<file path="config.mk">
export PLATFORM = sky130hd
export DESIGN_NAME = ngram_dice_similarity
export DESIGN_NICKNAME = d
export VERILOG_FILES = /design/src/ngd_pkg.sv /design/src/ngd_ctrl.sv /design/src/ngd_datapath.sv /design/src/ngram_dice_similarity.sv
export SDC_FILE = /design/constraint.sdc
export NUM_CORES = 1
export LEC_CHECK = 0
export BUFFER_PORTS_ARGS = -buffer_cell sky130_fd_sc_hd__clkbuf_2
export CORE_MARGIN = 2
export CORE_UTILIZATION = 35
export CTS_BUF_LIST = sky130_fd_sc_hd__clkbuf_8
export CTS_CLUSTER_SIZE = 16
export DETAILED_ROUTE_END_ITERATION = 7
export GPL_ROUTABILITY_DRIVEN = 0
export HOLD_SLACK_MARGIN = 0.05
export PLACE_DENSITY = 0.53
export SYNTH_ARGS = -nofsm -noshare
export SYNTH_HDL_FRONTEND = slang
export SYNTH_SLANG_ARGS = --single-unit
</file>
<file path="constraint.sdc">
create_clock -name aclk -period 9.1 [get_ports aclk]
set_clock_uncertainty 0.1 [all_clocks]
set_input_delay 1.82 -clock aclk [delete_from_list [all_inputs] [get_ports aclk]]
set_output_delay 1.82 -clock aclk [all_outputs]
set_load 0.03 [all_outputs]
</file>
<file path="src/ngd_pkg.sv">
`timescale 1ns / 1ps
`default_nettype none
package ngd_pkg;

    localparam int MaxLen    = 32;
    localparam int MaxGram   = 4;
    localparam int GramSlots = MaxLen + 2;
    localparam int AddrW     = $clog2(MaxLen);
    localparam int LenW      = $clog2(MaxLen + 1);
    localparam int KW        = (MaxGram > 1) ? $clog2(MaxGram) : 1;
    localparam int NW        = $clog2(MaxGram + 1);
    localparam int SlotW     = $clog2(GramSlots + 1);
    localparam int TotalW    = $clog2(2 * GramSlots + 1);
    localparam int MatchW    = 6;
    localparam int DistW     = 7;
    localparam int DiceW     = 17;
    localparam int NumW      = SlotW + 1 + 16;
    localparam int CntW      = $clog2(NumW + 1);
    localparam logic [7:0] PadChar = 8'h20;

    localparam logic CfgGramSize  = 1'b0;
    localparam logic CfgThreshold = 1'b1;

    typedef struct packed {
        logic accept;
        logic init;
        logic ci_next;
        logic di_next;
        logic match;
        logic k_next;
        logic rd;
        logic div_start;
        logic div_step;
        logic load_out;
    } cmd_t;

    typedef struct packed {
        logic scan_done;
        logic di_end;
        logic di_used;
        logic char_eq;
        logic k_last;
        logic div_last;
        logic out_free;
    } status_t;

endpackage
`default_nettype wire

</file>
<file path="src/ngd_ctrl.sv">
`timescale 1ns / 1ps
`default_nettype none
module ngd_ctrl (
    input  wire logic           aclk,
    input  wire logic           aresetn,
    input  wire logic           s_tvalid,
    output logic                s_tready,
    input  wire logic           s_tuser,
    input  wire logic           s_tlast,
    input  wire ngd_pkg::status_t sts,
    output ngd_pkg::cmd_t       cmd
);

    localparam logic [2:0] StIdle = 3'd0;
    localparam logic [2:0] StInit = 3'd1;
    localparam logic [2:0] StScan = 3'd2;
    localparam logic [2:0] StRead = 3'd3;
    localparam logic [2:0] StCmp  = 3'd4;
    localparam logic [2:0] StDiv  = 3'd5;
    localparam logic [2:0] StFin  = 3'd6;

    logic [2:0] state_reg, state_next;

    assign s_tready = (state_reg == StIdle);

    always_comb begin
        state_next = state_reg;
        cmd = '0;
        case (state_reg)
            StIdle: begin
                if (s_tvalid) begin
                    cmd.accept = 1'b1;
                    if (s_tuser && s_tlast) begin
                        state_next = StInit;
                    end
                end
            end
            StInit: begin
                cmd.init = 1'b1;
                state_next = StScan;
            end
            StScan: begin
                if (sts.scan_done) begin
                    cmd.div_start = 1'b1;
                    state_next = StDiv;
                end else if (sts.di_end) begin
                    cmd.ci_next = 1'b1;
                end else if (sts.di_used) begin
                    cmd.di_next = 1'b1;
                end else begin
                    state_next = StRead;
                end
            end
            StRead: begin
                cmd.rd = 1'b1;
                state_next = StCmp;
            end
            StCmp: begin
                if (!sts.char_eq) begin
                    cmd.di_next = 1'b1;
                    state_next = StScan;
                end else if (sts.k_last) begin
                    cmd.match = 1'b1;
                    state_next = StScan;
                end else begin
                    cmd.k_next = 1'b1;
                    state_next = StRead;
                end
            end
            StDiv: begin
                cmd.div_step = 1'b1;
                if (sts.div_last) begin
                    state_next = StFin;
                end
            end
            StFin: begin
                if (sts.out_free) begin
                    cmd.load_out = 1'b1;
                    state_next = StIdle;
                end
            end
            default: begin
                state_next = StIdle;
            end
        endcase
    end

    always_ff @(posedge aclk) begin
        if (!aresetn) begin
            state_reg <= StIdle;
        end else begin
            state_reg <= state_next;
        end
    end

endmodule
`default_nettype wire

</file>
<file path="src/ngd_datapath.sv">
`timescale 1ns / 1ps
`default_nettype none
module ngd_datapath (
    input  wire logic             aclk,
    input  wire logic             aresetn,
    input  wire ngd_pkg::cmd_t    cmd,
    output ngd_pkg::status_t      sts,
    input  wire logic             in_sel,
    input  wire logic             in_valid,
    input  wire logic [7:0]       in_code,
    input  wire logic             in_last,
    input  wire logic             cfg_we,
    input  wire logic             cfg_idx,
    input  wire logic [16:0]      cfg_val,
    input  wire logic             out_take,
    output logic                  out_valid,
    output logic [ngd_pkg::MatchW-1:0] out_match,
    output logic [ngd_pkg::DistW-1:0]  out_dist,
    output logic [ngd_pkg::DiceW-1:0]  out_dice,
    output logic                  out_above,
    output logic                  out_ovf
);

    logic [7:0] cand_mem [ngd_pkg::MaxLen];
    logic [7:0] dict_mem [ngd_pkg::MaxLen];

    logic [ngd_pkg::LenW-1:0]   cand_len_reg, dict_len_reg, cand_base;
    logic                       closed_reg;
    logic [1:0]                 ovf_reg;
    logic [2:0]                 gram_size_reg;
    logic [16:0]                thr_reg;
    logic [ngd_pkg::NW-1:0]     n_reg, n_eff;
    logic [ngd_pkg::SlotW-1:0]  gc_reg, gd_reg, ci_reg, di_reg, gc_next, gd_next;
    logic [ngd_pkg::KW-1:0]     k_reg;
    logic [ngd_pkg::GramSlots-1:0] used_reg;
    logic [ngd_pkg::MatchW-1:0] match_reg;
    logic                       cpad_reg, dpad_reg;
    logic [7:0]                 cdata_reg, ddata_reg, cchar, dchar;
    logic [ngd_pkg::SlotW:0]    cpos, dpos, cpad_lim, dpad_lim;
    logic [ngd_pkg::AddrW-1:0]  caddr, daddr;
    logic [ngd_pkg::TotalW-1:0] total;
    logic [ngd_pkg::TotalW-1:0] rem_reg;
    logic [ngd_pkg::TotalW:0]   rem_sh;
    logic [ngd_pkg::NumW-1:0]   num_reg;
    logic [ngd_pkg::CntW-1:0]   cnt_reg;
    logic [ngd_pkg::DiceW-1:0]  dice;
    logic                       out_valid_reg;
    logic [ngd_pkg::MatchW-1:0] out_match_reg;
    logic [ngd_pkg::DistW-1:0]  out_dist_reg;
    logic [ngd_pkg::DiceW-1:0]  out_dice_reg;
    logic                       out_above_reg, out_ovf_reg;

    function automatic logic [ngd_pkg::SlotW-1:0] grams(
        input logic [ngd_pkg::LenW-1:0] len, input logic [ngd_pkg::NW-1:0] n);
        logic [ngd_pkg::SlotW-1:0] padded;
        padded = ngd_pkg::SlotW'(len) + ngd_pkg::SlotW'(2);
        if (padded >= ngd_pkg::SlotW'(n)) begin
            return padded - ngd_pkg::SlotW'(n) + ngd_pkg::SlotW'(1);
        end
        return '0;
    endfunction

    always_comb begin
        if (gram_size_reg == 3'd0) begin
            n_eff = ngd_pkg::NW'(1);
        end else if (32'(gram_size_reg) > ngd_pkg::MaxGram) begin
            n_eff = ngd_pkg::NW'(ngd_pkg::MaxGram);
        end else begin
            n_eff = ngd_pkg::NW'(gram_size_reg);
        end
    end

    assign gc_next   = grams(cand_len_reg, n_eff);
    assign gd_next   = grams(dict_len_reg, n_eff);
    assign cand_base = closed_reg ? '0 : cand_len_reg;

    assign cpos     = (ngd_pkg::SlotW+1)'(ci_reg) + (ngd_pkg::SlotW+1)'(k_reg);
    assign dpos     = (ngd_pkg::SlotW+1)'(di_reg) + (ngd_pkg::SlotW+1)'(k_reg);
    assign cpad_lim = (ngd_pkg::SlotW+1)'(cand_len_reg);
    assign dpad_lim = (ngd_pkg::SlotW+1)'(dict_len_reg);
    assign caddr    = ngd_pkg::AddrW'(cpos - 1'b1);
    assign daddr    = ngd_pkg::AddrW'(dpos - 1'b1);
    assign cchar    = cpad_reg ? ngd_pkg::PadChar : cdata_reg;
    assign dchar    = dpad_reg ? ngd_pkg::PadChar : ddata_reg;

    assign total  = ngd_pkg::TotalW'(gc_reg) + ngd_pkg::TotalW'(gd_reg);
    assign rem_sh = {rem_reg, num_reg[ngd_pkg::NumW-1]};
    assign dice   = (total == '0) ? '0 : num_reg[ngd_pkg::DiceW-1:0];

    always_comb begin
        sts.scan_done = (ci_reg == gc_reg);
        sts.di_end    = (di_reg == gd_reg);
        sts.di_used   = used_reg[di_reg];
        sts.char_eq   = (cchar == dchar);
        sts.k_last    = (ngd_pkg::NW'(k_reg) == n_reg - 1'b1);
        sts.div_last  = (cnt_reg == ngd_pkg::CntW'(1));
        sts.out_free  = !out_valid_reg || out_take;
    end

    always_ff @(posedge aclk) begin
        if (cmd.accept && in_valid) begin
            if (!in_sel && (32'(cand_base) < ngd_pkg::MaxLen)) begin
                cand_mem[ngd_pkg::AddrW'(cand_base)] <= in_code;
            end
            if (in_sel && (32'(dict_len_reg) < ngd_pkg::MaxLen)) begin
                dict_mem[ngd_pkg::AddrW'(dict_len_reg)] <= in_code;
            end
        end
        if (cmd.rd) begin
            cdata_reg <= cand_mem[caddr];
            ddata_reg <= dict_mem[daddr];
            cpad_reg  <= (cpos == '0) || (cpos > cpad_lim);
            dpad_reg  <= (dpos == '0) || (dpos > dpad_lim);
        end
    end

    always_ff @(posedge aclk) begin
        if (!aresetn) begin
            cand_len_reg  <= '0;
            dict_len_reg  <= '0;
            closed_reg    <= 1'b1;
            ovf_reg       <= '0;
            gram_size_reg <= 3'd2;
            thr_reg       <= '0;
            used_reg      <= '0;
            out_valid_reg <= 1'b0;
        end else begin
            if (cfg_we) begin
                case (cfg_idx)
                    ngd_pkg::CfgGramSize:  gram_size_reg <= cfg_val[2:0];
                    ngd_pkg::CfgThreshold: thr_reg       <= cfg_val;
                    default: begin
                    end
                endcase
            end
            if (cmd.accept) begin
                if (!in_sel) begin
                    closed_reg <= in_last;
                    if (in_valid && (32'(cand_base) < ngd_pkg::MaxLen)) begin
                        cand_len_reg <= cand_base + 1'b1;
                        ovf_reg[0]   <= closed_reg ? 1'b0 : ovf_reg[0];
                    end else begin
                        cand_len_reg <= cand_base;
                        ovf_reg[0]   <= (closed_reg ? 1'b0 : ovf_reg[0]) | in_valid;
                    end
                end else begin
                    closed_reg <= 1'b1;
                    if (in_valid) begin
                        if (32'(dict_len_reg) < ngd_pkg::MaxLen) begin
                            dict_len_reg <= dict_len_reg + 1'b1;
                        end else begin
                            ovf_reg[1] <= 1'b1;
                        end
                    end
                end
            end
            if (cmd.init) begin
                used_reg <= '0;
            end
            if (cmd.match) begin
                used_reg[di_reg] <= 1'b1;
            end
            if (cmd.load_out) begin
                dict_len_reg <= '0;
                ovf_reg[1]   <= 1'b0;
            end
            if (cmd.load_out) begin
                out_valid_reg <= 1'b1;
            end else if (out_take) begin
                out_valid_reg <= 1'b0;
            end
        end
    end

    always_ff @(posedge aclk) begin
        if (cmd.init) begin
            n_reg     <= n_eff;
            gc_reg    <= gc_next;
            gd_reg    <= gd_next;
            ci_reg    <= '0;
            di_reg    <= '0;
            k_reg     <= '0;
            match_reg <= '0;
        end
        if (cmd.ci_next) begin
            ci_reg <= ci_reg + 1'b1;
            di_reg <= '0;
        end
        if (cmd.di_next) begin
            di_reg <= di_reg + 1'b1;
            k_reg  <= '0;
        end
        if (cmd.match) begin
            match_reg <= match_reg + 1'b1;
            ci_reg    <= ci_reg + 1'b1;
            di_reg    <= '0;
            k_reg     <= '0;
        end
        if (cmd.k_next) begin
            k_reg <= k_reg + 1'b1;
        end
        if (cmd.div_start) begin
            rem_reg <= '0;
            num_reg <= {ngd_pkg::SlotW'(match_reg), 17'd0};
            cnt_reg <= ngd_pkg::CntW'(ngd_pkg::NumW);
        end
        if (cmd.div_step) begin
            cnt_reg <= cnt_reg - 1'b1;
            if (rem_sh >= {1'b0, total}) begin
                rem_reg <= ngd_pkg::TotalW'(rem_sh - {1'b0, total});
                num_reg <= {num_reg[ngd_pkg::NumW-2:0], 1'b1};
            end else begin
                rem_reg <= ngd_pkg::TotalW'(rem_sh);
                num_reg <= {num_reg[ngd_pkg::NumW-2:0], 1'b0};
            end
        end
        if (cmd.load_out) begin
            out_match_reg <= match_reg;
            out_dist_reg  <= ngd_pkg::DistW'(total - {ngd_pkg::TotalW'(match_reg), 1'b0});
            out_dice_reg  <= dice;
            out_above_reg <= (dice > thr_reg);
            out_ovf_reg   <= (ovf_reg != 2'b00);
        end
    end

    assign out_valid = out_valid_reg;
    assign out_match = out_match_reg;
    assign out_dist  = out_dist_reg;
    assign out_dice  = out_dice_reg;
    assign out_above = out_above_reg;
    assign out_ovf   = out_ovf_reg;

endmodule
`default_nettype wire

</file>
<file path="src/ngram_dice_similarity.sv">
`timescale 1ns / 1ps
`default_nettype none
// Scores a dictionary word against a stored candidate word by character n-gram Dice
// similarity. Candidate and dictionary characters are taken one character per cycle; the
// dictionary word that carries tlast starts scoring, during which no input is taken.
// Scoring compares gram pairs one character at a time through the two character
// memories, then runs a bit-serial divide. The result waits in an output register.
module ngram_dice_similarity (
    input  wire logic        aclk,
    input  wire logic        aresetn,
    input  wire logic        s_tvalid,
    output logic             s_tready,
    input  wire logic [15:0] s_tdata,  // char_valid, char_code, zero fill
    input  wire logic        s_tuser,  // word_select
    input  wire logic        s_tlast,
    output logic             m_tvalid,
    input  wire logic        m_tready,
    output logic [31:0]      m_tdata,  // match_count, gram_distance, dice_q16,
                                       // above_threshold, length_overflow
    input  wire logic        cfg_valid,
    output logic             cfg_ready,
    input  wire logic        cfg_index,
    input  wire logic [16:0] cfg_data
);

    ngd_pkg::cmd_t    cmd;
    ngd_pkg::status_t sts;

    assign cfg_ready = 1'b1;

    ngd_ctrl u_ctrl (
        .aclk     (aclk),
        .aresetn  (aresetn),
        .s_tvalid (s_tvalid),
        .s_tready (s_tready),
        .s_tuser  (s_tuser),
        .s_tlast  (s_tlast),
        .sts      (sts),
        .cmd      (cmd)
    );

    ngd_datapath u_dp (
        .aclk      (aclk),
        .aresetn   (aresetn),
        .cmd       (cmd),
        .sts       (sts),
        .in_sel    (s_tuser),
        .in_valid  (s_tdata[0]),
        .in_code   (s_tdata[8:1]),
        .in_last   (s_tlast),
        .cfg_we    (cfg_valid),
        .cfg_idx   (cfg_index),
        .cfg_val   (cfg_data),
        .out_take  (m_tready),
        .out_valid (m_tvalid),
        .out_match (m_tdata[5:0]),
        .out_dist  (m_tdata[12:6]),
        .out_dice  (m_tdata[29:13]),
        .out_above (m_tdata[30]),
        .out_ovf   (m_tdata[31])
    );

    a_score_busy: assert property (@(posedge aclk) disable iff (!aresetn)
        (s_tvalid && s_tready && s_tuser && s_tlast) |=> !s_tready)
        else $error("input taken while scoring");

    a_dice_range: assert property (@(posedge aclk) disable iff (!aresetn)
        m_tvalid |-> (m_tdata[29:13] <= 17'h10000))
        else $error("Dice above one");

    a_match_range: assert property (@(posedge aclk) disable iff (!aresetn)
        m_tvalid |-> (m_tdata[5:0] <= 6'd34))
        else $error("match count out of range");

endmodule
`default_nettype wire
</file>
# After elaboration in Yosys (flattened, before gate mapping)
# Memory sizes are Yosys's and may differ from the RTL's. A register that Yosys moved wholly into a read port is not among the register bits.
# Index checks and enable logic that the tools add are counted.
# classes
n_reduce_logical	30
n_lt_le_gt_ge	11
shift	0
mux	77
div_mod_pow	0
n_eq_ne	17
addsub	21
n_bitwise	6
mul	0
# ops
op	n
34-bit two-way mux	3
6-bit two-way mux	10
23-bit two-way mux	2
6-bit by 1-bit adder with 6-bit output, second input constant	7
1-bit two-way mux	34
34-bit OR	1
3-bit two-way mux	9
7-bit logical NOT	3
7-bit two-way mux	3
3-bit case mux with 7 select lines	1
17-bit > comparator	1
17-bit two-way mux	1
8-bit two-way mux	2
5-bit by 1-bit subtractor with 5-bit output, second input constant	3
6-bit by 2-bit adder with 7-bit output	2
7-bit by 6-bit > comparator with 1-bit output	2
2-bit two-way mux	7
7-bit subtractor	2
6-bit by 2-bit adder with 6-bit output, second input constant	2
6-bit == test	2
6-bit by 3-bit >= comparator with 1-bit output	2
6-bit < comparator, second input constant	2
6-bit by 3-bit subtractor with 6-bit output	2
5-bit two-way mux	2
32 further kinds	57
# word_totals
mem_count	2
rom_bits	0
in_bits	41
regBits	177
latchBits	0
ramBits	512
# mem_list
memory	depth	width	rd	rd_clocked_by_memory_dff	wr	line	text
u_dp.cand_mem	32	8	1	1	1	ngd_datapath.sv:24	logic [7:0] cand_mem [ngd_pkg::MaxLen];
u_dp.dict_mem	32	8	1	1	1	ngd_datapath.sv:25	logic [7:0] dict_mem [ngd_pkg::MaxLen];

# Logic depth before layout (Yosys ltp)
# Gate-level depths: netlist of run 1.
# logic_depth
depth_word	9
ltp_mapped	19
mapped_depth_nobuf	17

# By module
# Synthesis of run 1 repeated with hierarchy kept, for this count alone.
# hier_totals
hier_cells	1934
area_unflattened_um2	30904.6
# by_module_without_submodules
module	instances	cells_each	area_per_inst_um2	seq_area_each_um2
ngd_datapath	1	1884	30533.0	20319.5
ngd_ctrl	1	48	360.3	60.1
ngram_dice_similarity	1	2	11.3	0.0

# Worst setup path before layout of run 1
# OpenSTA, ideal clock, no wires.
# synth_timing
path_type	input -> register
startpoint	input port m_tready
endpoint	register u_dp.dict_len_reg[0] in the netlist's numbering
stages	4
t_arrival_ps	4591
path_buffers	0
path_slack_ps	4287
path_cell_list	nor2b_1 > nor3_1 > nand2b_1 > nor2_1
# synth_rtl
item	line	text
start, declared	ngram_dice_similarity.sv:17	input wire logic m_tready,
end signal, assigned	ngd_datapath.sv:150	dict_len_reg <= dict_len_reg + 1'b1;
end, declared	ngd_datapath.sv:27	logic [ngd_pkg::LenW-1:0] cand_len_reg, dict_len_reg, cand_base;

# Final worst setup path of run 1
# layout_timing
startpoint	register u_dp.gc_reg[0] in the netlist's numbering
endpoint	register u_dp.out_above_reg, in the netlist u_dp.out_above, data pin
# layout_between
elab_chain_len	4
# layout_rtl
item	line	text
start, declared	ngd_datapath.sv:33	logic [ngd_pkg::SlotW-1:0] gc_reg, gd_reg, ci_reg, di_reg, gc_next, gd_next;
start signal, assigned	ngd_datapath.sv:178	gc_reg <= gc_next;
6-bit by 6-bit adder with 7-bit output	ngd_datapath.sv:86	assign total = ngd_pkg::TotalW'(gc_reg) + ngd_pkg::TotalW'(gd_reg);
7-bit logical NOT	ngd_datapath.sv:88	assign dice = (total == '0) ? '0 : num_reg[ngd_pkg::DiceW-1:0];
17-bit two-way mux	ngd_datapath.sv:88	
via u_dp.dice (one bit)	ngd_datapath.sv:46	logic [ngd_pkg::DiceW-1:0] dice;
17-bit > comparator	ngd_datapath.sv:221	out_above_reg <= (dice > thr_reg);
end signal, assigned	ngd_datapath.sv:221	
end, declared	ngd_datapath.sv:51	logic out_above_reg, out_ovf_reg;
# The timed path passes the listed nets, and every way through them passes these cells.
# A chain may end at the register's enable or synchronous reset.

==> results.md, run 1 <==
- The flow ran to the end, and the final reports show no timing, DRC or antenna violations.
- The analysis attributes to cell leakage a power of 11.7 nW.
- CTS saw 705 sinks.
- The DRC violation count after routing is 0.
- The finished layout cell area is 0.0345 sq mm.
- The largest driver fanout on the critical path is 18.
- The initial core utilization is 0.353.
- The TritonCTS clock tree is done.
- The worst-case reg-to-reg path depth is 17.
- The floorplan has 108 rows.
- The layout has 7907 filler cells.
- The multi-input gate area in the final layout is 0.00954 sq mm.
- The capturing element type of the critical path is a register.
- The Yosys step of the flow raised 0 warnings.
- The number of cells traversed by the worst hold path is 2.
- The die boundary height is 299 um.
- Yosys mapped the design onto 64 distinct sky130hd cell types.
- After clock tree synthesis, the clock-pin slew on the worst setup and hold paths is 0.06 ns.
- The floorplan step set the die width to 299 um.
- The setup-violating endpoint count in the final report is 0.
- The post-detailed-route count of antenna-violating nets is 0.
- Adding up every negative setup slack in the final design gives 0 ns.
- The synthesized instance count is 1882.
- Entering global routing, the biggest net connects 69 pins.
- The minimum setup slack in the final design is 4.56 ns.
- The share of final-layout standard cells stronger than drive strength 1 is 0.212.
- After global routing the overflow that remains totals 0.
- In the layout the commonest cells are sky130_fd_sc_hd__edfxtp_1, sky130_fd_sc_hd__mux4_2, sky130_fd_sc_hd__nor2_1, sky130_fd_sc_hd__clkbuf_8, sky130_fd_sc_hd__inv_1.
- The post-route minimum period is 4.54 ns.
- Of the post-synthesis cell area, the dominant cell type holds 0.615.
- The routed via count is 16522.
- The net count of the mapped netlist is 2023.
- Yosys mapped a number of flops with a built-in enable equal to 626.
- The library cell used most frequently in the layout, excluding fill and tap cells, is sky130_fd_sc_hd__edfxtp_1.
- The initial detailed-routing violation count is 1237.
- Data arrives at the worst endpoint at 4.92 ns.
- The post-synthesis sequential element count is 705.
- The total global-route track usage is 0.153.
- The worst-case setup slack after placement is 3.96 ns.
- The worst-case IR drop observed on VDD is 0.247 mV.
- In this run the power density over the cells is 279 mW/mm^2.
- The number of resized instances in the post-cts repair step is 0.
- The layout-stage area growth over the synthesis result is 13.1%.
- The per-cell routed wire length is 20.9 um.
- CTS placed an instance of sky130_fd_sc_hd__clkbuf_8 at the clock tree root.
- In the post-synthesis netlist, the biggest area contributors are sky130_fd_sc_hd__edfxtp_1, sky130_fd_sc_hd__mux4_2, sky130_fd_sc_hd__dfxtp_1.
- The share of async-settable or async-resettable flops after synthesis is 0.
- In this run the post-CTS setup repair buffer count came out at 0.
- The instance area at placement is 0.0322 sq mm.
- The type of the worst setup path is register to register.
- The max-capacitance violation count is 0.
- CTS built an H-tree with a depth of 3.
- The number of global-route vias before repair was 16951.
- The number of buffers inserted by port buffering is 67.
- The post-synthesis instance area is 0.0305 sq mm.
- For this run, the register share of the synthesized area comes to 0.667.
- The area of the die is 0.0897 sq mm.
- The post-layout total power is 9.63 mW.
- In this run the count of I/O pins placed on the die edge is 76.
- Clock tree synthesis inserted a total of 120 buffers.
- Dividing the detail-routed via count by the number of cells gives 5.05.
- The path class of the tightest hold or removal check is register to register.
- The clock reaches the later pin of the worst-skew pair after 0.75 ns.
- The number of antenna violations at the first check in global routing is 1.
- The number of hold buffers added after CTS was 0.
- In this run the deepest clock path goes through 3 buffers.
- STA classifies the critical path startpoint as a register.
- The area occupied by registers is 0.0204 sq mm.
- Setup repair after global routing left no endpoint under its margin.
- For the pin with the worst max-slew slack, the measured transition is 1.15 ns.
- The number of nets at the end of the flow is 2150.
- The count of pins over their slew limit is 0.
- The first-pass GRT wire length is 104 mm.
- The required time of the critical path is 9.48 ns.
- The remaining max-slew budget at the tightest pin is 0.228.
- The half-perimeter wire length after placement is 42.5 mm.
- The mean instance size in the synthesized netlist is 16.2 sq um.
- Based on the critical path, the design can be clocked at up to 220 MHz.
- The total iterations of the first detailed-routing run is 5.
- The synthesized design spends more area on one cell type than any other, namely sky130_fd_sc_hd__edfxtp_1.
- After detailed routing, the total wire length is 68.3 mm.
- The floorplan core area is 0.0866 sq mm.
- The final hold violation count is 0.
- For this run, the share of the core covered by cells in the final layout is 0.399.
- The post-route fraction of the period consumed by the critical path is 0.499.
- The dominant register cell in the synthesized netlist is sky130_fd_sc_hd__edfxtp_1.
## per-layer routing
metal,GRT usage,wire length (um),vias to the layer above
li1,-,-,7566
met1,0.213,31100,8411
met2,0.247,32600,435
met3,0.0276,3310,110
met4,0.0429,1260,0
met5,0,0,-
## cell families (layout without fill, tap and decap cells)
family	Yosys count	count (layout)	synth area share
and+or+nand+nor	443	443	0.0705
muxes	197	197	0.131
xor gates and xnor gates	76	76	0.0220
adders and majority gates	100	100	0.0427
other	1	2	0.000123
DFF	705	705	0.667
AOI/OAI and AO/OA	187	187	0.0435
buffers and inverters	173	404	0.0226
## critical path, cell delays in order (launching register included)
cell and delay [ns]:
sky130_fd_sc_hd__edfxtp_1 0.44, sky130_fd_sc_hd__ha_1 0.24, sky130_fd_sc_hd__fa_1 0.41, sky130_fd_sc_hd__a21oi_1 0.15, sky130_fd_sc_hd__nor2_1 0.05, sky130_fd_sc_hd__nor2_1 0.15, sky130_fd_sc_hd__o21bai_1 0.08, sky130_fd_sc_hd__a21oi_1 0.44
sky130_fd_sc_hd__and4_1 0.71, sky130_fd_sc_hd__nor2b_1 0.16, sky130_fd_sc_hd__ha_1 0.35, sky130_fd_sc_hd__nor2b_1 0.14, sky130_fd_sc_hd__o21a_1 0.16, sky130_fd_sc_hd__o21a_1 0.16, sky130_fd_sc_hd__o21a_1 0.17, sky130_fd_sc_hd__o21a_1 0.16
sky130_fd_sc_hd__o21bai_1 0.13, sky130_fd_sc_hd__a31oi_1 0.10
## path summary, 6_finish.rpt
kind                          from  slack [ns]                to
setup / recovery    u_dp.gc_reg[0]        4.56    u_dp.out_above
hold / removal    u_dp.thr_reg[16]        0.37  u_dp.thr_reg[16]
hold reg to reg   u_dp.thr_reg[16]        0.37  u_dp.thr_reg[16]
setup reg to reg    u_dp.gc_reg[0]        4.56    u_dp.out_above
## area by class of cell
cell class	instances	share of cell area
timing repair buffer	93	0.0154
clock buffer	126	0.0502
multi-input combinational	1004	0.276
sequential	705	0.590
clock inverter	100	0.0171
inverter	85	0.00924
tap	1155	0.0418
antenna	1	0.0000724
## per-stage QoR
step | instances | hold WS, ns
3_3_place_gp | 3042 | 0.343
5_1_grt | 3269 | 0.391
4_1_cts | 3268 | 0.374
6_report | 3269 | 0.370
3_5_place_dp | 3042 | 0.350
2_1_floorplan | 1882 | 0.326
## synth_stat cells (7+ instances only)
cell                       number
sky130_fd_sc_hd__a21boi_0      24
sky130_fd_sc_hd__a21o_1        17
sky130_fd_sc_hd__a21oi_1       40
sky130_fd_sc_hd__a31oi_1        7
sky130_fd_sc_hd__a32oi_1       32
sky130_fd_sc_hd__and3_1        25
sky130_fd_sc_hd__buf_1          8
sky130_fd_sc_hd__buf_2          8
sky130_fd_sc_hd__clkbuf_1      65
sky130_fd_sc_hd__dfxtp_1       79
sky130_fd_sc_hd__edfxtp_1     626
sky130_fd_sc_hd__fa_1           7
sky130_fd_sc_hd__ha_1          93
sky130_fd_sc_hd__inv_1         84
sky130_fd_sc_hd__mux2_2        19
sky130_fd_sc_hd__mux2i_1       16
sky130_fd_sc_hd__mux4_2       161
sky130_fd_sc_hd__nand2_1       94
sky130_fd_sc_hd__nand2b_1      13
sky130_fd_sc_hd__nand3_1       44
sky130_fd_sc_hd__nand4_1       13
sky130_fd_sc_hd__nor2_1       135
sky130_fd_sc_hd__nor2b_1       67
sky130_fd_sc_hd__nor3_1        20
sky130_fd_sc_hd__nor4_1         7
sky130_fd_sc_hd__o21a_1         7
sky130_fd_sc_hd__o21ai_0       19
sky130_fd_sc_hd__xnor2_1       47
sky130_fd_sc_hd__xor2_1        28
## where the power goes
part / leakage (nW) / internal (mW) / switching, mW
clock network: 1.35 / 1.41 / 1.31
logic: 4.00 / 1.53 / 1.65
registers: 6.35 / 3.65 / 0.0692
total: 11.7 / 6.59 / 3.03
Note: power is estimated with default switching activity, not from simulation.
==> run 2: changes to the inputs <==
Clock period 9.1 ns to 4.2 ns, I/O delays scaled along.
==> results.md, run 2 (synthesis gave the netlist of run 1 again) <==
- Before CTS, the worst setup slack after placement is 0.244 ns.
- The met1 global-route usage is 0.216.
- The number of hold buffers added after CTS was 0.
- The mean number of vias per cell is 5.00.
- The clock root buffer master is sky130_fd_sc_hd__clkbuf_8.
- The routed via count is 16703.
- The reg-to-reg endpoint is u_dp.out_above.
- Setup slack on the worst reg-to-reg path comes out at 0.32 ns.
- The number of global-route vias before repair is 17164.
- For the worst-skew pair, the clock arrives at the later sink with an insertion delay of 0.75 ns.
- From synthesis to final layout, the design area changed by 15.2%.
- In this run the number of H-tree levels came out at 3.
- Along the worst path, the maximum fanout reaches 16.
- In this run the standard cell core region covers 0.0866 sq mm.
- The share of final-layout standard cells stronger than drive strength 1 is 0.237.
- The worst register-to-register path has a depth of 17.
- The required time of the critical path is 4.59 ns.
- The largest single stage delay on the critical path is 0.41 ns.
- Clock tree synthesis found a total of 705 sinks.
- The element type at the critical path start is a register.
- Subtracting the final worst setup slack from the clock period gives 3.88 ns.
- Summed over all layers, the routed wires come to 68.7 mm.
- For this run, the total global-route usage over all layers was measured as 0.153.
- The post-route fraction of the period consumed by the critical path is 0.925.
- The row count is 108.
- The number of antenna violations at the first check in global routing is 1.
- The die boundary height is 299 um.
- Post-CTS repair changed the size of 0 cells.
- The library cells used most frequently in the layout, excluding fill and tap cells, are sky130_fd_sc_hd__edfxtp_1, sky130_fd_sc_hd__mux4_2, sky130_fd_sc_hd__nor2_1, sky130_fd_sc_hd__inv_1, sky130_fd_sc_hd__clkbuf_8.
- The instance area at placement is 0.0329 sq mm.
- Post-CTS timing repair inserted 0 buffers for setup.
- The largest voltage drop on the vdd net is 0.622 mV.
- Measured against its own limit, the worst slew margin works out to 0.186.
- The clock transition at the register clock pins on the worst setup and hold paths after CTS is 0.06 ns.
- In this run the most used layer during global routing was met2.
- For this run, global-route usage on met2 was measured as 0.239.
- STA classifies the critical path endpoint as a register.
- The die covers 0.0897 sq mm.
- The filler cells instantiated in the layout total 7927.
- The cell at the slowest stage of the critical path is sky130_fd_sc_hd__edfxtp_1.
- After routing, the total negative slack on setup checks comes to 0 ns.
- The initial detailed-routing violation count is 1164.
- For met3 alone, demand over resource in global routing was 0.0315.
- The signal arrival time at the worst endpoint is 4.27 ns.
- In this run the static leakage power is 12.1 nW.
- The final hold violation count is 0.
- The max-capacitance violation count is 0.
- Setup repair after global routing left no endpoint under its margin.
- The critical path starts at u_dp.gd_reg[0].
- The run finished with clean final reports.
- The initial core utilization is 0.353.
- The clock passes through at most 3 buffers.
- The overall die width is 299 um.
- The count of pins over their slew limit is 0.
- The maximum achievable frequency is 257 MHz.
- The half-perimeter wire length after placement is 44.4 mm.
- The number of nets at the end of the flow is 2223.
- The per-cell routed wire length is 20.6 um.
- The first detailed-routing pass ran for 5 iterations.
- The number of clock buffers inserted by TritonCTS is 117.
- In the post-route analysis, the smallest setup slack over all paths is 0.316 ns.
- For this design the ratio of total power to cell area is 596 mW/mm^2.
- Following the worst setup path forward leads to its endpoint at u_dp.out_above.
- Entering global routing, the biggest net connects 68 pins.
- The post-detailed-route count of antenna-violating nets is 0.
- The finished layout cell area is 0.0352 sq mm.
- The classification of the worst-slack hold path is input port to register.
- The post-layout total power is 21.0 mW.
- TritonCTS built the clock tree.
- During placement, the flow inserted port buffers numbering 67.
- After global routing the overflow that remains totals 0.
- After detailed routing, the number of remaining DRC violations is 0.
- The worst register-to-register path begins at u_dp.gd_reg[0].
- The signal on the critical path passes through ha_1, fa_1, a21oi_1, nor2_1, nor2_1, xnor2_1, nor4_1, and4_2, buf_12, nor2b_1, ha_1, a21o_1, a21o_1, a21oi_1, nand3_1, o211ai_1, a31oi_1.
- The slew at the pin closest to its max-slew limit is 1.22 ns.
- Leaving out fill and tap cells, the most frequent cell in the layout is sky130_fd_sc_hd__edfxtp_1.
- Setup violations remaining at the end of the flow were counted as 0.
- 76 I/O pins were placed.
- The critical path in this run is classified as register to register.
- The first global-routing pass estimated 104 mm of wire.
## run 2: metrics by stage
step	std cells	utilization	hold WS, ns
4_1_cts	3339	0.406	0.164
3_3_place_gp	3118	0.379	0.342
6_report	3341	0.406	0.255
2_1_floorplan	1882	-	0.326
5_1_grt	3340	0.406	0.188
3_5_place_dp	3118	0.379	0.337
## run 2: cell type report
class | instances | area, sq um | area share
inverter | 85 | 319 | 0.00907
clock buffer | 120 | 1650 | 0.0469
multi-input combinational | 1004 | 9550 | 0.271
sequential | 705 | 20400 | 0.579
tap | 1155 | 1450 | 0.0411
antenna | 2 | 5.00 | 0.000142
timing repair buffer | 169 | 1180 | 0.0334
clock inverter | 101 | 661 | 0.0188
## run 2: power breakdown
group          switching (mW)  leakage [nW]  internal, mW
registers               0.138          6.35          7.90
logic                    3.58          4.43          3.43
clock network            2.81          1.32          3.12
total                    6.52          12.1          14.5
## run 2: worst max-delay path: cells and delay by family (launching register included)
family / cells / cell delay, ns
fa+ha+maj: 3 / 0.93
compound gates: 6 / 0.93
simple gates: 6 / 0.88
flops: 1 / 0.41
xor+xnor: 1 / 0.23
buf+inv: 1 / 0.16
## run 2: metal layers
layer	routed length (um)	up-vias
met4	1690	0
met5	0	-
li1	-	7714
met1	31600	8464
met2	32000	400
met3	3400	125
## run 2: worst min-delay path by stage
stage / start / end / slack (ns) / depth (start not counted)
final: cfg_data[8] / u_dp.thr_reg[8] / 0.25 / 3
after global placement: u_dp.match_reg[4] / u_dp.out_match[4] / 0.34 / 0
after detailed placement: u_dp.match_reg[4] / u_dp.out_match[4] / 0.34 / 0
after floorplan: u_dp.match_reg[4] / u_dp.out_match[4] / 0.33 / 0
after CTS: cfg_data[8] / u_dp.thr_reg[8] / 0.16 / 3
after global routing: cfg_data[8] / u_dp.thr_reg[8] / 0.19 / 3
==> run 3: changes to the inputs <==
Settings changed: ABC_AREA from default to 1.
==> results.md, run 3 <==
- The flow ran to the end, and the final reports show no timing, DRC or antenna violations.
- Setup total negative slack on the finished layout was measured at 0 ns.
- The synthesized instance count is 2803.
- Counting every sink on the clock net gives 705.
- The slew at the pin closest to its max-slew limit is 1.18 ns.
- The share of synthesized area in the top cell type comes to 0.595.
- The hold path startpoint is cfg_data[1].
- Setup repair after global routing left no endpoint under its margin.
- The overall die width is 304 um.
- The per-cell routed wire length is 18.3 um.
- Data on the critical path arrives at its endpoint at 4.09 ns.
- The largest voltage drop on the vdd net is 0.687 mV.
- The first-pass GRT wire length is 119 mm.
- The number of synthesized flops with an enable pin is 626.
- The worst setup path is of the register to register kind.
- The mean instance size in the synthesized netlist is 11.3 sq um.
- In the global route stage, overall resource usage came out at 0.164.
- TritonCTS built the clock tree.
- The maximum buffer depth of the clock tree is 3.
- The clock root buffer master is sky130_fd_sc_hd__clkbuf_8.
- For this run, the slowest stage of the critical path takes 0.43 ns.
- The mean number of vias per cell is 4.98.
- The detailed router finished its first iteration with 1579 violations.
- Once the clock tree was built, the resizer swapped 0 gates to a different size.
- The count of nets left with antenna violations once routing finished came out at 0.
- STA classifies the critical path endpoint as a register.
- After legalization and detailed placement, the total HPWL measured 48.3 mm.
- Setup violations remaining at the end of the flow were counted as 0.
- The library cells used most frequently in the layout, excluding fill and tap cells, are sky130_fd_sc_hd__edfxtp_1, sky130_fd_sc_hd__nor2_1, sky130_fd_sc_hd__nand2_1, sky130_fd_sc_hd__inv_1, sky130_fd_sc_hd__o21ai_0.
- The routed design could run at a clock period as short as 3.66 ns.
- Summing every instance area after synthesis gives 0.0316 sq mm.
- The worst-case setup slack after placement is 0.535 ns.
- The max-capacitance violation count is 0.
- The cell at the slowest stage of the critical path is sky130_fd_sc_hd__edfxtp_1.
- The residual overflow from global routing is 0.
- For this configuration, the core starts out at a cell density of 0.352.
- By count the netlist is led by sky130_fd_sc_hd__edfxtp_1, sky130_fd_sc_hd__nor2_1, sky130_fd_sc_hd__nand2_1.
- The critical path goes through ha_1, fa_1, xor2_1, nor4_1, nand4_1, buf_4, nand2_1, inv_1, ha_1, a21oi_1, a21oi_1, o21a_1, nor2_1, o21ai_0, nand2_1, inv_1.
- The floorplan core area is 0.0897 sq mm.
- The number of global-route vias before repair is 20622.
- The proportion of synthesized chip area in sequential cells is 0.645.
- The count of boundary I/O pins is 76.
- The number of clock buffers inserted by TritonCTS is 117.
- The count of pins over their slew limit is 0.
- Counting flops and latches in the post-synthesis netlist gives 705.
- The number of levels in the clock H-tree is 3.
- The synthesized design spends more area on one cell type than any other, namely sky130_fd_sc_hd__edfxtp_1.
- The number of cells on the worst reg-to-reg path is 16.
- At the worst endpoint, the required time is 4.63 ns.
- Clock latency on the worst-skew pair, taken at its later pin, is 0.76 ns.
- In the post-synthesis netlist, the biggest area contributors are sky130_fd_sc_hd__edfxtp_1, sky130_fd_sc_hd__nor2_1, sky130_fd_sc_hd__dfxtp_1.
- The number of different library cells in the post-synthesis netlist is 56.
- Leaving out fill and tap cells, the most frequent cell in the layout is sky130_fd_sc_hd__edfxtp_1.
- Synthesis produced a netlist with a net count of 2944.
- The worst setup path endpoint is u_dp.out_above.
- The worst setup path startpoint is u_dp.gc_reg[0].
- After clock tree synthesis, the flow added hold-fix buffers numbering 0.
- The total iterations of the first detailed-routing run is 7.
- The final hold violation count is 0.
- Including well taps, the total number of placed cells is 3984.
- The routed via count is 20969.
- The worst reg-to-reg setup slack is 0.54 ns.
- Measured along the y axis, the die boundary spans 304 um.
- Clock-pin slew was measured on the worst setup and hold paths at 0.06 ns.
- In the post-synthesis netlist, the cell with the most instances is sky130_fd_sc_hd__edfxtp_1.
- In this run the critical register-to-register path is launched from u_dp.gc_reg[0].
- The post-route fraction of the period consumed by the critical path is 0.872.
- Static timing analysis puts the maximum clock frequency at 273 MHz.
- The finished layout holds 4208 standard cells, fillers aside.
- The path class of the tightest hold or removal check is input port to register.
- The most used flip-flop cell after synthesis is sky130_fd_sc_hd__edfxtp_1.
- The area of the die is 0.0927 sq mm.
- The largest driver fanout on the critical path is 11.
- The number of antenna violations at the first check in global routing is 3.
- Entering global routing, the biggest net connects 130 pins.
- For this run, asynchronously set or reset flops after synthesis account for 0.
- The number of nets at the end of the flow is 3068.
- The reported leakage power is 13.0 nW.
- Post-CTS timing repair inserted 0 buffers for setup.
- The minimum setup slack in the final design is 0.537 ns.
- Relative to the synthesized area, the layout overhead comes to 13.2%.
- The worst setup path is launched from a register.
- The DRC violation count after routing is 0.
- The Yosys step of the flow raised 0 warnings.
- Wires add up to 76.9 mm.
- The share of final-layout standard cells stronger than drive strength 1 is 0.127.
- In this run the power density over the cells is 737 mW/mm^2.
- In this run the core area contains 110 standard-cell rows.
- The reg-to-reg endpoint is u_dp.out_above.
- Buffers placed on the I/O ports in this run total 67.
- The remaining max-slew budget at the tightest pin is 0.211.
## run 3: cells by family (layout without fill, tap and decap cells)
kind of cell	count (synthesis)	count (layout)	share of synthesized area
AND/OR/NAND/NOR	1014	1014	0.131
flip-flops	705	705	0.645
XOR/XNOR	56	56	0.0165
AO/OA/AOI/OAI	513	513	0.104
multiplexers	32	32	0.0114
other	1	4	0.000119
buffers and inverters	382	608	0.0512
adder cells (fa/ha/maj)	100	100	0.0413
## run 3: per-stage QoR
stage               cell area, sq um  utilization  power [mW]  hold slack, ns
floorplan                      31600            -        16.8           0.326
global placement               33500        0.373        20.5           0.344
detailed placement             33500        0.373        20.7           0.336
CTS                            35800        0.399        26.7           0.200
global route                   35800        0.399        28.2           0.218
finish                         35800        0.399        26.4           0.262
## run 3: critical path, delay by kind of cell, from the launching register on
kind            cells  cell delay [ns]
simple gates        5             0.84
fa+ha+maj           3             0.97
flops               1             0.43
compound gates      4             0.46
buf+inv             3             0.40
xor+xnor            1             0.23
## run 3: metal layers
metal,wire (um),track usage
met1,35500,0.221
met2,35300,0.266
met3,4050,0.0308
met4,1980,0.0525
met5,13,0
## run 3: area by class of cell
type                            count  area [sq um]
Fill cell                        8605         54000
Timing Repair Buffer              141           991
Sequential cell                   705         20400
Tap cell                         1176          1470
Multi-Input combinational cell   1716          9720
Clock buffer                      123          1690
Clock inverter                     98           576
Inverter                          246           935
Antenna cell                        3          7.51
## run 3: how the worst min path moves through the flow
| stage | to | slack [ns] | cells after the start |
|---|---|---|---|
| after floorplan | u_dp.out_match[4] | 0.33 | 0 |
| after global placement | u_dp.out_match[5] | 0.34 | 0 |
| after detailed placement | u_dp.out_match[5] | 0.34 | 0 |
| after CTS | u_dp.gram_size_reg[1] | 0.20 | 3 |
| after global routing | u_dp.gram_size_reg[1] | 0.22 | 3 |
| final | u_dp.gram_size_reg[1] | 0.26 | 3 |
## run 3: where the power goes
part	total (mW)	internal, mW	switching, mW
sequential	8.25	8.06	0.186
combinational	12.3	4.37	7.91
clock	5.86	3.04	2.83
